===== config.mk =====
export PLATFORM = sky130hd
export DESIGN_NAME = airspeed_flap_scheduler
export DESIGN_NICKNAME = d
export VERILOG_FILES = /design/src/sv/afs_pkg.sv /design/src/sv/afs_divider.sv /design/src/sv/airspeed_flap_scheduler.sv
export SDC_FILE = /design/constraint.sdc
export NUM_CORES = 1
export LEC_CHECK = 0
export BUFFER_PORTS_ARGS = -buffer_cell sky130_fd_sc_hd__buf_2
export CAP_MARGIN = 5
export CORE_MARGIN = 2
export CORE_UTILIZATION = 64
export DETAILED_ROUTE_END_ITERATION = 8
export GPL_TIMING_DRIVEN = 0
export PLACE_DENSITY = 0.81
export SLEW_MARGIN = 20
export SYNTH_ARGS = -nofsm -noshare
export SYNTH_HDL_FRONTEND = slang
export SYNTH_SLANG_ARGS = --single-unit

===== constraint.sdc =====
create_clock -name clk -period 7.83 [get_ports clk]
set_input_delay 0.3915 -clock clk [delete_from_list [all_inputs] [get_ports clk]]
set_output_delay 0.3915 -clock clk [all_outputs]
set_load 0.1 [all_outputs]

===== src/sv/afs_pkg.sv =====
// afs_pkg: widths, codes, types and helpers shared by the flap scheduler
// used by afs_divider and airspeed_flap_scheduler; depends on nothing

package afs_pkg;

	localparam int unsigned SPEED_W     = 16;
	localparam int unsigned ANGLE_W     = 8;
	localparam int unsigned GAIN_W      = 10;
	localparam int unsigned CFG_DATA_W  = 10;
	localparam int unsigned CFG_INDEX_W = 2;
	localparam int unsigned CMP_W       = 18;
	localparam int unsigned DIFF_W      = 15;
	localparam int unsigned NUM_W       = 23;
	localparam int unsigned DEN_W       = 8;
	localparam int unsigned QUO_W       = 16;
	localparam int unsigned ROLL_PROD_W = 27;
	localparam int unsigned ROLL_TERM_W = ROLL_PROD_W - 8;
	localparam int unsigned CMD_W       = 20;
	localparam int unsigned STEP_CNT_W  = $clog2(NUM_W + 1);

	localparam logic [1:0] MODE_DEFAULT = 2'd0;
	localparam logic [1:0] MODE_FLYING  = 2'd1;

	localparam logic [ANGLE_W-1:0] FULL_ANGLE_RST = 8'd80;
	localparam logic [ANGLE_W-1:0] SPEED_MID_RST  = 8'd10;
	localparam logic [ANGLE_W-1:0] SPEED_MAX_RST  = 8'd20;
	localparam logic [GAIN_W-1:0]  ROLL_GAIN_RST  = 10'd128;

	localparam logic signed [SPEED_W-1:0] PEAK_FLOOR = 16'sh8000;

	typedef enum logic [CFG_INDEX_W-1:0] {
		REG_FULL_ANGLE = 2'd0,
		REG_SPEED_MID  = 2'd1,
		REG_SPEED_MAX  = 2'd2,
		REG_ROLL_GAIN  = 2'd3
	} cfg_reg_t;

	typedef enum logic [2:0] {
		ST_IDLE,
		ST_MUL_ROLL,
		ST_MUL_RAMP,
		ST_DIV_GO,
		ST_DIV_WAIT,
		ST_FINISH
	} state_t;

	// which branch of the schedule the request took
	typedef enum logic [2:0] {
		CL_NONE,
		CL_ZERO,
		CL_RAMP,
		CL_FULL,
		CL_FULL_ROLL
	} sched_class_t;

	typedef struct packed {
		logic busy;
		logic done;
	} div_status_t;

	function automatic logic signed [SPEED_W-1:0] sat16(input logic signed [CMD_W-1:0] v);
		logic signed [SPEED_W-1:0] r;
		if (v > CMD_W'(32767))
			r = 16'sh7fff;
		else if (v < -CMD_W'(32768))
			r = 16'sh8000;
		else
			r = v[SPEED_W-1:0];
		return r;
	endfunction

endpackage


===== src/sv/afs_divider.sv =====
// afs_divider: restoring shift-subtract divider, one quotient bit per cycle
// depends on afs_pkg

module afs_divider (
	input  logic                          clk,
	input  logic                          arst_n,
	input  logic                          start,
	input  logic [afs_pkg::NUM_W-1:0]     dividend,
	input  logic [afs_pkg::DEN_W-1:0]     divisor,
	output logic [afs_pkg::QUO_W-1:0]     quotient,
	output afs_pkg::div_status_t          status
);

	logic [afs_pkg::NUM_W-1:0]      num_q;
	logic [afs_pkg::QUO_W-1:0]      quo_q;
	logic [afs_pkg::DEN_W-1:0]      den_q;
	logic [afs_pkg::DEN_W-1:0]      rem_q;
	logic [afs_pkg::STEP_CNT_W-1:0] cnt_q;
	logic                           busy_q;
	logic                           done_q;
	logic [afs_pkg::DEN_W:0]        trial;
	logic                           fits;

	// bring down the next dividend bit and try one subtract
	assign trial = {rem_q, num_q[afs_pkg::NUM_W-1]};
	assign fits  = trial >= {1'b0, den_q};

	always_ff @(posedge clk or negedge arst_n) begin
		if (!arst_n) begin
			busy_q <= 1'b0;
			done_q <= 1'b0;
			cnt_q  <= '0;
		end else begin
			done_q <= 1'b0;
			if (start) begin
				busy_q <= 1'b1;
				cnt_q  <= afs_pkg::STEP_CNT_W'(afs_pkg::NUM_W);
			end else if (busy_q) begin
				cnt_q <= cnt_q - 1'b1;
				if (cnt_q == afs_pkg::STEP_CNT_W'(1)) begin
					busy_q <= 1'b0;
					done_q <= 1'b1;
				end
			end
		end
	end

	always_ff @(posedge clk) begin
		if (start) begin
			num_q <= dividend;
			den_q <= divisor;
			rem_q <= '0;
			quo_q <= '0;
		end else if (busy_q) begin
			num_q <= {num_q[afs_pkg::NUM_W-2:0], 1'b0};
			rem_q <= fits ? afs_pkg::DEN_W'(trial - {1'b0, den_q})
			              : trial[afs_pkg::DEN_W-1:0];
			quo_q <= {quo_q[afs_pkg::QUO_W-2:0], fits};
		end
	end

	// quotient is below 2^16 by construction of the ramp
	assign quotient    = quo_q;
	assign status.busy = busy_q;
	assign status.done = done_q;

endmodule


===== src/sv/airspeed_flap_scheduler.sv =====
// airspeed_flap_scheduler: flap command from peak airspeed and roll angle
// the sequencer steps through roll multiply then finish, the ramp branch adding ramp
// multiply, divider start and divider wait between them; one request in flight, so a
// new request is taken only once finish finds the result register empty or draining
// reset: config returns to 80 / 10 / 20 / 128, peak airspeed to -32768,
// sequencer to idle and the result register to empty
// depends on afs_pkg and afs_divider

module airspeed_flap_scheduler (
	input  logic                                  clk,
	input  logic                                  arst_n,
	// configuration write port
	input  logic                                  cfg_we,
	input  logic [afs_pkg::CFG_INDEX_W-1:0]       cfg_index,
	input  logic [afs_pkg::CFG_DATA_W-1:0]        cfg_data,
	// sample request channel
	input  logic                                  in_valid,
	output logic                                  in_stall,
	input  logic [1:0]                            flight_mode,
	input  logic signed [afs_pkg::SPEED_W-1:0]    airspeed_sample,
	input  logic signed [afs_pkg::SPEED_W-1:0]    roll_angle,
	// command request channel
	output logic                                  out_valid,
	input  logic                                  out_stall,
	output logic signed [afs_pkg::SPEED_W-1:0]    flap_command
);

	// configuration registers
	logic [afs_pkg::ANGLE_W-1:0] full_angle_q;
	logic [afs_pkg::ANGLE_W-1:0] speed_mid_q;
	logic [afs_pkg::ANGLE_W-1:0] speed_max_q;
	logic [afs_pkg::GAIN_W-1:0]  roll_gain_q;

	// sequencer and working registers
	afs_pkg::state_t                    state_q, state_d;
	afs_pkg::sched_class_t              cls_q, cls_d;
	logic signed [afs_pkg::SPEED_W-1:0] peak_q;
	logic signed [afs_pkg::SPEED_W-1:0] roll_q;
	logic [afs_pkg::DIFF_W-1:0]         diff_q;
	logic [afs_pkg::DEN_W-1:0]          den_q;
	logic [afs_pkg::NUM_W-1:0]          numer_q;
	logic signed [afs_pkg::ROLL_TERM_W-1:0] roll_term_q;

	// result register
	logic                               out_valid_q;
	logic signed [afs_pkg::SPEED_W-1:0] flap_command_q;

	// control decoded from the state
	logic in_accept;
	logic out_take;
	logic div_start;
	logic finish;

	logic signed [afs_pkg::CMP_W-1:0]   peak_x, mid_x, max_x, full_x, speed_x, diff_x;
	logic signed [afs_pkg::SPEED_W-1:0] peak_base;
	logic signed [afs_pkg::ROLL_PROD_W-1:0] roll_prod;
	logic [afs_pkg::QUO_W-1:0]          ramp_quo;
	afs_pkg::div_status_t               div_st;
	logic [afs_pkg::QUO_W-1:0]          cmd_base;
	logic signed [afs_pkg::ROLL_TERM_W-1:0] cmd_sub;
	logic signed [afs_pkg::CMD_W-1:0]   cmd_wide;

	assign in_accept = in_valid && !in_stall;
	assign out_take  = out_valid_q && !out_stall;

	// ---------------------------------------------------------------
	// configuration writes, taken whenever the enable is high
	// ---------------------------------------------------------------
	always_ff @(posedge clk or negedge arst_n) begin
		if (!arst_n) begin
			full_angle_q <= afs_pkg::FULL_ANGLE_RST;
			speed_mid_q  <= afs_pkg::SPEED_MID_RST;
			speed_max_q  <= afs_pkg::SPEED_MAX_RST;
			roll_gain_q  <= afs_pkg::ROLL_GAIN_RST;
		end else if (cfg_we) begin
			unique case (afs_pkg::cfg_reg_t'(cfg_index))
				afs_pkg::REG_FULL_ANGLE: full_angle_q <= cfg_data[afs_pkg::ANGLE_W-1:0];
				afs_pkg::REG_SPEED_MID:  speed_mid_q  <= cfg_data[afs_pkg::ANGLE_W-1:0];
				afs_pkg::REG_SPEED_MAX:  speed_max_q  <= cfg_data[afs_pkg::ANGLE_W-1:0];
				afs_pkg::REG_ROLL_GAIN:  roll_gain_q  <= cfg_data;
				default: ;
			endcase
		end
	end

	// ---------------------------------------------------------------
	// schedule decision at request time, from the peak of earlier samples
	// ---------------------------------------------------------------
	// thresholds scaled to Q8.8 and widened so signed compares are exact
	assign peak_x  = {{2{peak_q[afs_pkg::SPEED_W-1]}}, peak_q};
	assign mid_x   = {2'b00, speed_mid_q, 8'h00};
	assign max_x   = {2'b00, speed_max_q, 8'h00};
	assign full_x  = {2'b00, full_angle_q, 8'h00};
	assign speed_x = {{2{airspeed_sample[afs_pkg::SPEED_W-1]}}, airspeed_sample};
	assign diff_x  = peak_x - mid_x;

	always_comb begin
		cls_d = afs_pkg::CL_NONE;
		if (flight_mode == afs_pkg::MODE_FLYING) begin
			priority if (peak_x > mid_x && peak_x < max_x)
				cls_d = afs_pkg::CL_RAMP;
			else if (peak_x >= max_x)
				cls_d = (roll_angle > 0) ? afs_pkg::CL_FULL_ROLL : afs_pkg::CL_FULL;
			else if (peak_x < mid_x)
				cls_d = afs_pkg::CL_ZERO;
			else
				cls_d = afs_pkg::CL_NONE;  // peak exactly at mid speed
		end else if (flight_mode == afs_pkg::MODE_DEFAULT) begin
			cls_d = afs_pkg::CL_ZERO;
		end
	end

	// default mode drops the peak to its floor before the update
	assign peak_base = (flight_mode == afs_pkg::MODE_DEFAULT) ? afs_pkg::PEAK_FLOOR : peak_q;

	// peak follows the sample upward while it stays under the ceiling;
	// updated at request time since the decision already used the old value
	always_ff @(posedge clk or negedge arst_n) begin
		if (!arst_n) begin
			peak_q <= afs_pkg::PEAK_FLOOR;
		end else if (in_accept) begin
			if (airspeed_sample > peak_base && speed_x < full_x)
				peak_q <= airspeed_sample;
			else
				peak_q <= peak_base;
		end
	end

	always_ff @(posedge clk or negedge arst_n) begin
		if (!arst_n)
			cls_q <= afs_pkg::CL_NONE;
		else if (in_accept)
			cls_q <= cls_d;
	end

	// ---------------------------------------------------------------
	// arithmetic: roll product, ramp numerator, then serial divide
	// ---------------------------------------------------------------
	assign roll_prod = afs_pkg::ROLL_PROD_W'(roll_q)
	                 * afs_pkg::ROLL_PROD_W'($signed({1'b0, roll_gain_q}));

	always_ff @(posedge clk) begin
		if (in_accept) begin
			roll_q <= roll_angle;
			diff_q <= diff_x[afs_pkg::DIFF_W-1:0];  // positive on the ramp
			den_q  <= speed_max_q - speed_mid_q;
		end
		// arithmetic shift gives floor of roll * gain / 256
		if (state_q == afs_pkg::ST_MUL_ROLL)
			roll_term_q <= roll_prod[afs_pkg::ROLL_PROD_W-1:8];
		if (state_q == afs_pkg::ST_MUL_RAMP)
			numer_q <= afs_pkg::NUM_W'(diff_q) * afs_pkg::NUM_W'(full_angle_q);
	end

	afs_divider u_div (
		.clk      (clk),
		.arst_n   (arst_n),
		.start    (div_start),
		.dividend (numer_q),
		.divisor  (den_q),
		.quotient (ramp_quo),
		.status   (div_st)
	);

	// ---------------------------------------------------------------
	// sequencer
	// ---------------------------------------------------------------
	always_ff @(posedge clk or negedge arst_n) begin
		if (!arst_n)
			state_q <= afs_pkg::ST_IDLE;
		else
			state_q <= state_d;
	end

	always_comb begin
		state_d = state_q;
		unique case (state_q)
			afs_pkg::ST_IDLE:
				if (in_accept)
					state_d = afs_pkg::ST_MUL_ROLL;
			afs_pkg::ST_MUL_ROLL:
				state_d = (cls_q == afs_pkg::CL_RAMP) ? afs_pkg::ST_MUL_RAMP
				                                      : afs_pkg::ST_FINISH;
			afs_pkg::ST_MUL_RAMP:
				state_d = afs_pkg::ST_DIV_GO;
			afs_pkg::ST_DIV_GO:
				state_d = afs_pkg::ST_DIV_WAIT;
			afs_pkg::ST_DIV_WAIT:
				if (div_st.done)
					state_d = afs_pkg::ST_FINISH;
			afs_pkg::ST_FINISH:
				if (!out_valid_q || !out_stall)
					state_d = afs_pkg::ST_IDLE;
			default:
				state_d = afs_pkg::ST_IDLE;
		endcase
	end

	always_comb begin
		in_stall  = (state_q != afs_pkg::ST_IDLE);
		div_start = (state_q == afs_pkg::ST_DIV_GO);
		// result register must be empty or draining this cycle
		finish    = (state_q == afs_pkg::ST_FINISH) && (!out_valid_q || !out_stall);
	end

	// ---------------------------------------------------------------
	// command assembly and saturation
	// ---------------------------------------------------------------
	always_comb begin
		cmd_base = '0;
		cmd_sub  = '0;
		unique case (cls_q)
			afs_pkg::CL_RAMP: begin
				cmd_base = ramp_quo;
				cmd_sub  = roll_term_q;
			end
			afs_pkg::CL_FULL_ROLL: begin
				cmd_base = {full_angle_q, 8'h00};
				cmd_sub  = roll_term_q;
			end
			afs_pkg::CL_FULL:
				cmd_base = {full_angle_q, 8'h00};
			default: ;
		endcase
	end

	assign cmd_wide = $signed({{(afs_pkg::CMD_W - afs_pkg::QUO_W){1'b0}}, cmd_base})
	                - afs_pkg::CMD_W'(cmd_sub);

	// result register parts the sequencer from the consumer
	always_ff @(posedge clk or negedge arst_n) begin
		if (!arst_n)
			out_valid_q <= 1'b0;
		else if (finish && cls_q != afs_pkg::CL_NONE)
			out_valid_q <= 1'b1;
		else if (out_take)
			out_valid_q <= 1'b0;
	end

	always_ff @(posedge clk) begin
		if (finish && cls_q != afs_pkg::CL_NONE)
			flap_command_q <= afs_pkg::sat16(cmd_wide);
	end

	assign out_valid    = out_valid_q;
	assign flap_command = flap_command_q;

	// ---------------------------------------------------------------
	// checks
	// ---------------------------------------------------------------
	// the divider is never restarted while it still iterates
	assert property (@(posedge clk) disable iff (!arst_n)
		div_start |-> !div_st.busy)
		else $error("divider restarted while busy");

	// waiting on the divider only makes sense while it runs or just finished
	assert property (@(posedge clk) disable iff (!arst_n)
		(state_q == afs_pkg::ST_DIV_WAIT) |-> (div_st.busy || div_st.done))
		else $error("waiting on an idle divider");

	// a default-mode sample leaves the peak at the floor or at the sample
	assert property (@(posedge clk) disable iff (!arst_n)
		(in_accept && flight_mode == afs_pkg::MODE_DEFAULT) |=>
		(peak_q == afs_pkg::PEAK_FLOOR || peak_q == $past(airspeed_sample)))
		else $error("peak not reset by default mode");

	// the ramp branch always passes through the divider before finishing
	assert property (@(posedge clk) disable iff (!arst_n)
		(state_q == afs_pkg::ST_FINISH && $past(state_q) != afs_pkg::ST_FINISH
		 && cls_q == afs_pkg::CL_RAMP) |-> $past(div_st.done))
		else $error("ramp result without a divide");

endmodule

======== After elaboration in Yosys (flattened, before gate mapping) ========
Cells that the tools add are included.
word-level totals
  bits in registers ....................... 216
  input bits .............................. 51
  logic and storage cells ................. 107
operators by class
  $add $sub $neg .......................... 5
  multiply operators ...................... 2
  $lt $le $gt $ge ......................... 10
  eq/ne operators ......................... 16
  mux-type cells .......................... 29
  reductions and logical operators ........ 24
operators by type and width
  cell                                                  number
  < comparator 16 x 17 -> 1 bit                         3
  2-to-1 mux 16 bit                                     3
  2-to-1 mux 23 bit                                     2
  case mux 16 bit (2 select lines)                      1
  multiplier 16 x 11 -> 27 bit                          1
  2-to-1 mux 3 bit                                      8
  multiplier 15 x 8 -> 23 bit                           1
  > comparator 20 x 16 -> 1 bit, second input constant  1
  < comparator 20 x 16 -> 1 bit, second input constant  1
  subtractor 17 x 19 -> 20 bit                          1
  2-to-1 mux 19 bit                                     1
  case mux 3 bit (6 select lines)                       1
  greater-or-equal comparator 16 x 17 -> 1 bit          1
  > comparator 16 x 17 -> 1 bit                         1
  > comparator 16 x 1 -> 1 bit, second input constant   1
  > comparator 16 bit                                   1
  subtractor 8 bit                                      2
  subtractor 15 bit                                     1
  equality test 3 x 2 -> 1 bit, second input constant   4
  2-to-1 mux 1 bit                                      10
  2-to-1 mux 5 bit                                      2
  equality test 3 bit, second input constant            3
  greater-or-equal comparator 9 x 8 -> 1 bit            1
  2-to-1 mux 8 bit                                      1
  other kinds (17)                                      34

======== Logic depth before layout (Yosys ltp) ========
Gate-level depths: netlist of the first run.
  depth in word-level cells ............... 6
  mapped depth ............................ 22

======== Hierarchy ========
Synthesis of the first run repeated with hierarchy kept, for this count alone.
second synthesis, totals
  cells, all modules ...................... 2,030
  area total of the unflattened synthesis .. 20,464.6 um^2
by module, submodules not included
  module                   times used  cells an instance  area an instance (um^2)  sequential area each (um^2)
  airspeed_flap_scheduler  1           1,781              17,541.8                 4,349.2
  afs_divider              1           249                2,922.8                  1,586.5

======== Worst setup path before layout of the first run ========
No wires, ideal clock.
  path kind ............................... register to register
  from .................................... register roll_gain_q[7] (netlist bit)
  to ...................................... register roll_term_q[18] (netlist bit), data pin
  library setup time ...................... 0.260 ns
  arrival time ............................ 5.240 ns
  data required time ...................... 7.570 ns
  slack ................................... 2.331 ns
  cell stages (with the launch flop) ...... 19
  clock period less this slack ............ 5.499 ns
  cell sequence ........................... dfstp_2 -> clkbuf_1 -> nand2_1 -> fa_1 -> inv_1 -> fa_1 -> fa_1 -> fa_1 -> fa_1 -> ha_1 -> a21o_1 -> a21o_1 -> nand2_1 -> o211ai_1 -> a41oi_2 -> o211ai_2 -> a211o_1 -> a21oi_1 -> xnor2_1
on the way
  longest elaborated chain between the ends .. 1
ends and longest elaborated chain
  what                          line                            source
  start: declaration            airspeed_flap_scheduler.sv:32   logic [afs_pkg::GAIN_W-1:0] roll_gain_q;
  start signal: assignment      airspeed_flap_scheduler.sv:74   roll_gain_q <= afs_pkg::ROLL_GAIN_RST;
  start signal: assignment      airspeed_flap_scheduler.sv:80   afs_pkg::REG_ROLL_GAIN: roll_gain_q <= cfg_data;
  multiplier 16 x 11 -> 27 bit  airspeed_flap_scheduler.sv:140  * afs_pkg::ROLL_PROD_W'($signed({1'b0, roll_gain_q}));
  via roll_prod, one bit        airspeed_flap_scheduler.sv:56   logic signed [afs_pkg::ROLL_PROD_W-1:0] roll_prod;
  end signal: assignment        airspeed_flap_scheduler.sv:150  roll_term_q <= roll_prod[afs_pkg::ROLL_PROD_W-1:8];
  end: declaration              airspeed_flap_scheduler.sv:42   logic signed [afs_pkg::ROLL_TERM_W-1:0] roll_term_q;
The timed path passes the listed nets, and every way through them passes these cells.
A chain may end at the register's enable or synchronous reset.

======== Worst setup path after layout of the first run ========
Ends and elaborated chain as after synthesis.

==> out/metrics.cfg, run 1 <==
[run_status]
status = complete, no violations

[finish]
area_growth_pct = 8.59
final_nets = 2581
drive_gt1_share_pct = 9.12
final_common_cell = inv_1
n_antenna_cell = 0
fin_util_pct = 70.0
layout_common_cells = 347 x inv_1, 292 x nand2_1, 226 x fa_1
final_area_um2 = 21900

[logic_synthesis]
avgSynthCellArea_um2 = 9.94
synth-edff-count = 128
yosysWarnings = 0
synth_area_um2 = 20200
synthFlopType = edfxtp_1
ys_async_sr_fraction_pct = 29.6
syn_inst = 2030
ys_ff_latch = 216
ys_seq_area_share_pct = 29.4
yosysUniqueCellTypes = 74
syn_nets = 2481

[drt]
ant_nets = 0
wl_met2_um = 20200
wire_per_inst_um = 16.7
first_pass_iters = 6
topRoutingLayerUsed = met4
wl_met1_um = 18600
dr_wl_met3_um = 2760
viasPerCell = 5.57
wl_um = 42600
drc_errors = 0
drt_iter0_markers = 1033
via_count = 14200

[worst_setup_path]
critPathMaxFanout = 10
r2r_slack_ns = 1.73
critical_path_class = reg2reg
start_kind = flop
arrival_ns = 6.36
required_ns = 8.09
endpoint_kind = flop

[sta]
max_freq_mhz = 164
whs_ns = 0.0292
max_slew_margin_pct = 31.9
fin_skew_ns = 0.0287
fin_crit_sh_pct = 77.9
setup_violations = 0
finalMaxSlewViolations = 0
layout_min_cycle_time_ns = 6.10
setup_tns_ns = 0
tightest_slew_ns = 1.02
rsz0062_at_grt = false
hold_violations = 0

[power]
p_leak_nw = 10.2
cellPowerDensity_nw_per_um2 = 329
p_total_mw = 7.21
ir_drop_mv = 0.354

[place]
dpl_cell_area_um2 = 21100
gp_congestion = 0.909
hpwl_um = 34100
port_buffers = 68

[floorplanning]
ios = 69
die_y_um = 182
core.rowCount = 65
core_area_um2 = 31300
dieWidth_um = 182
dieArea_um2 = 33000
start_util_pct = 64.5

[global_route]
grt_pass1_wl_um = 72100
grtUsageTotal_pct = 27.2
grt_pass1_vias = 14800
gr-total-overflow = 0
grt_max_degree = 56
antenna_found_initial = 0

[clock_tree]
cts_tree = yes
htreeDepth = 1
clkTransAtPathRegs_ns = 0.06
cts-resized-gates = 0
cts.sinks = 216
cts_buffer_depth = 3
cts_buffers = 25
worstSkewPairLatency_ns = 0.56
root_buffer = clkbuf_16

[run]
maxCapViolCount = 0

[min_path]
worstHoldPathType = in2reg

## timing repair
action	in CTS	in global routing
hold buffers	1	0
hold endpoints to repair	54	0
buffers inserted	0	0
## routing by layer
metal,vias up,global-route usage (%)
li1,6718,-
met1,6938,37.3
met2,465,45.9
met3,81,4.27
met4,0,6.57
met5,-,0
## per-stage QoR
stage               cells  worst slack [ns]
floorplan            2030              2.33
global placement     2500              1.84
detailed placement   2504              1.73
CTS                  2551              1.70
global route         2551              1.45
finish               2551              1.73
## final cells by class
class                      instances  area, um2
sequential                       216       5940
clock inverter                    14       96.3
timing repair buffer              73        427
tap                              402        503
clock buffer                      32        697
inverter                         348       1310
multi-input combinational       1404      12700
buffer                            62        265
fill                            2281       9390
## state kept, by name, summed over array words and instances, names as in the netlist, 10 cells and up
signal	flops
numer_q	23
u_div.num_q	23
roll_term_q	19
flap_command	16
peak_q	16
roll_q	16
u_div.quotient	16
diff_q	15
roll_gain_q	10
## final timing paths
path	startpoint	to	cells after the start
hold / removal	roll_angle[2]	roll_q[2]	1
setup / recovery	roll_gain_q[7]	roll_term_q[18]	18
setup reg to reg	roll_gain_q[7]	roll_term_q[18]	18
hold reg to reg	den_q[1]	u_div.den_q[1]	0
min in group asynchronous	arst_n	state_q[2]	2
max in group asynchronous	arst_n	roll_gain_q[7]	3
## logic make-up (layout without fill, tap and decap cells)
family                     count (synthesis)  in the layout  synth area share (%)
buffers and inverters                    410            529                  7.78
AOI/OAI and AO/OA                        237            237                  8.06
muxes                                     65             65                  3.41
and+or+nand+nor                          634            634                  15.2
xor gates and xnor gates                  68             68                  2.95
adders and majority gates                400            400                  33.2
DFF                                      216            216                  29.4
## cells in the mapped netlist (all sizes together), types with 19 or more instances
| master | n | area, um2 |
|---|---|---|
| nor2b | 21 | 131 |
| a21oi | 58 | 302 |
| o21ai | 63 | 357 |
| mux2i | 35 | 350 |
| fa | 226 | 4520 |
| dfxtp | 24 | 480 |
| nand2b | 19 | 119 |
| mux2 | 30 | 338 |
| and2 | 162 | 1020 |
| clkbuf | 51 | 191 |
| inv | 348 | 1310 |
| dfrtp | 56 | 1400 |
| ha | 174 | 2180 |
| a21o | 29 | 219 |
| xnor2 | 50 | 438 |
| nand2 | 293 | 1110 |
| edfxtp | 128 | 3840 |
| nor2 | 67 | 251 |
## power breakdown
group          internal (mW)  total [mW]  switching [mW]
sequential              1.51        1.59          0.0731
clock                  0.636        1.11           0.474
combinational           1.98        4.51            2.53
total                   4.13        7.21            3.08
## worst max-delay path: stages, from the launching register on
cell and delay, ns:
dfstp_2 0.63, clkbuf_1 0.40, nand2_1 0.15, fa_1 0.55, inv_1 0.05, fa_1 0.46, fa_1 0.53, fa_1 0.52
fa_1 0.49, ha_1 0.38, a21o_1 0.20, a21o_1 0.18, nand2_1 0.06, o211ai_1 0.10, a41oi_2 0.29, o211ai_2 0.19
a211o_1 0.32, a21oi_1 0.21, xnor2_1 0.12
Note: power is estimated with default switching activity, not from simulation.
==> run 2: changes to the inputs <==
--- a/config.mk
+++ b/config.mk
@@ -8,10 +8,10 @@
 export BUFFER_PORTS_ARGS = -buffer_cell sky130_fd_sc_hd__buf_2
 export CAP_MARGIN = 5
 export CORE_MARGIN = 2
-export CORE_UTILIZATION = 64
+export CORE_UTILIZATION = 58
 export DETAILED_ROUTE_END_ITERATION = 8
 export GPL_TIMING_DRIVEN = 0
-export PLACE_DENSITY = 0.81
+export PLACE_DENSITY = 0.77
 export SLEW_MARGIN = 20
 export SYNTH_ARGS = -nofsm -noshare
 export SYNTH_HDL_FRONTEND = slang
==> constraint.sdc (replaced) <==
create_clock -name clk -period 5.15 [get_ports clk]
set_input_delay 0.2575 -clock clk [delete_from_list [all_inputs] [get_ports clk]]
set_output_delay 0.2575 -clock clk [all_outputs]
set_load 0.1 [all_outputs]
==> out/metrics.cfg, run 2 (same netlist as run 1, synthesis figures left out) <==
[worst_setup_path]
reg2reg_to = roll_term_q[18]
r2r_slack_ns = -0.33  ; -2.06 ns
cp-startpoint = roll_gain_q[7]
r2r-start = roll_gain_q[7]
start_kind = flop
endpoint_kind = flop
arrival_ns = 5.75  ; -0.61 ns
cp-endpoint = roll_term_q[18]
critical_path_class = reg2reg
required_ns = 5.42  ; -2.67 ns
critPathMaxFanout = 7  ; -3
rr_worst_depth = 17  ; -1

[floorplanning]
core_area_um2 = 34400  ; +9.8%
core.rowCount = 68  ; +4.6%
dieArea_um2 = 36300  ; +10%
ios = 69  ; unchanged
dieWidth_um = 191  ; +4.9%
die_y_um = 191  ; +4.9%
start_util_pct = 58.7  ; -5.7 points

[global_route]
gr-usage-met1_pct = 34.5  ; -2.8 points
gr-total-overflow = 0  ; unchanged
grt_pass1_wl_um = 74000  ; +2.6%
top_usage_layer = met2
grt_max_degree = 56  ; unchanged
grtUsageTotal_pct = 25.6  ; -1.6 points
antenna_found_initial = 0  ; unchanged
gr-usage-met3_pct = 3.37  ; -0.90 points
grt_pass1_vias = 14900  ; +0.62%
use_met2_pct = 43.4  ; -2.6 points

[power]
p_leak_nw = 10.7  ; +5.2%
internal_power_mw = 7.42  ; +80%
cellPowerDensity_nw_per_um2 = 549  ; +67%
switching_share_pct = 41.9  ; -0.83 points
seq_power_share_pct = 18.8  ; -3.2 points
p_total_mw = 12.8  ; +77%
ir_drop_mv = 0.654  ; +85%
combPwrFrac_pct = 67.4  ; +4.8 points
clockPowerShare_pct = 13.8  ; -1.6 points
p_switching_mw = 5.35  ; +74%

[drt]
via_count = 14600  ; +2.5%
wl_um = 45300  ; +6.4%
ant_nets = 0  ; unchanged
drc_errors = 0  ; unchanged
wire_per_inst_um = 16.9  ; +1.0%
first_pass_iters = 5  ; -1
drt_iter0_markers = 1064  ; +3.0%
viasPerCell = 5.42  ; -2.7%

[finish]
drive_gt1_share_pct = 14.8  ; +5.7 points
top_regs = numer_q x23, u_div.num_q x23, roll_term_q x19
final_common_cell = inv_1
n_antenna_cell = 0  ; unchanged
area_growth_pct = 15.3
final_area_um2 = 23300  ; +6.2%
fin_util_pct = 67.7  ; -2.3 points
layout_common_cells = 344 x inv_1, 287 x nand2_1, 216 x fa_1
final_nets = 2664  ; +3.2%

[sta]
rsz0062_at_grt = true
tightest_slew_ns = 1.04  ; +0.0185 ns
setup_violations = 11  ; +11
fin_skew_ns = 0.0114  ; -0.0172 ns
final_critical_path_setup_slack_ns = -0.332  ; -2.06 ns
max_freq_mhz = 182  ; +11%
hold_violations = 0  ; unchanged
layout_min_cycle_time_ns = 5.48  ; -0.621 ns
max_slew_margin_pct = 30.7  ; -1.2 points
fin_crit_sh_pct = 106  ; +29 points
finalMaxSlewViolations = 0  ; unchanged

[place]
dpl_cell_area_um2 = 21300  ; +1.1%
pre_cts_ws_ns = -0.598  ; -2.33 ns
hpwl_um = 34100  ; about the same
port_buffers = 68  ; unchanged
gp_congestion = 0.895  ; -1.5%

[clock_tree]
worstSkewPairLatency_ns = 0.53  ; -0.03 ns
cts.sinks = 216  ; unchanged
cts_buffer_depth = 3  ; unchanged
root_buffer = clkbuf_16
cts_tree = yes
htreeDepth = 1  ; unchanged
cts_buffers = 25  ; unchanged
clkTransAtPathRegs_ns = 0.06  ; about the same

[run_status]
violations = negative setup slack
status = finished with violations

[min_path]
worstHoldPathType = in2reg

[run]
maxCapViolCount = 0  ; unchanged

## run 2: changes by cell type in the layout (fill, tap and decap cells not counted), sizes merged
cell         before  now
clkinv            9    2
inv             352  351
clkinvlp          1    0
bufinv            0    1
clkbuf           83   76
buf              83  143
dlygate4sd3       1   39
## run 2: cell type report
type	instances	area [um2]
Multi-Input combinational cell	1404	13100
Sequential cell	216	5950
Buffer	49	322
Clock buffer	40	748
Timing Repair Buffer	169	1260
Inverter	348	1310
Fill cell	2575	11100
Tap cell	455	569
Clock inverter	6	68.8
## run 2: per-layer routing
metal | wire [um] | up-vias
li1 | - | 6891
met1 | 20000 | 7151
met2 | 21800 | 425
met3 | 2330 | 90
met4 | 1230 | 0
met5 | 0 | -
## run 2: per-stage QoR
stage	TNS [ns]	cells	hold WS, ns
6_report	-1.72	2687	0.00202
5_1_grt	-4.02	2687	0.00818
4_1_cts	-1.32	2660	0.00127
3_5_place_dp	-5.61	2558	0.123
3_3_place_gp	-3.37	2553	0.411
2_1_floorplan	0	2030	-0.0381
## run 2: worst max-delay path: stages, from the launching register on
cell and delay, ns:
dfstp_2 0.67, buf_8 0.16, nand2_4 0.05, fa_1 0.44, fa_1 0.54, inv_1 0.05
fa_1 0.48, fa_1 0.54, fa_1 0.62, ha_4 0.24, a21o_1 0.19, nand2_1 0.08
o211ai_1 0.14, a41oi_4 0.29, o211ai_4 0.12, a211o_1 0.34, a21oi_2 0.17, xnor2_2 0.08
## run 2: power by group through the flow
stage                     Clock (mW)  Sequential [mW]  Combinational, mW
after floorplan                    0             2.38               5.71
after global placement             0             2.44               6.82
after detailed placement           0             2.45               7.11
after CTS                       1.78             2.41               8.09
after global routing            1.85             2.40               9.66
final                           1.76             2.40               8.61
## run 2: worst min-delay path by stage
stage | from | to | slack [ns] | cells after the start
after floorplan | arst_n | cls_q[0] | -0.04 | 0
after global placement | den_q[4] | u_div.den_q[4] | 0.41 | 0
after detailed placement | arst_n | u_div.cnt_q[4] | 0.12 | 1
after CTS | flight_mode[0] | cls_q[0] | 0.001 | 2
after global routing | flight_mode[0] | cls_q[0] | 0.008 | 2
final | flight_mode[0] | cls_q[0] | 0.002 | 2
## run 2: timing repair
item	4_1_cts	5_1_grt
hold buffers	39	0
gates resized for setup	54	45
endpoints found under the setup margin	20	30
gates cloned	1	0
buffers inserted	28	28
pin swaps	32	22
endpoints found under the hold margin	94	0
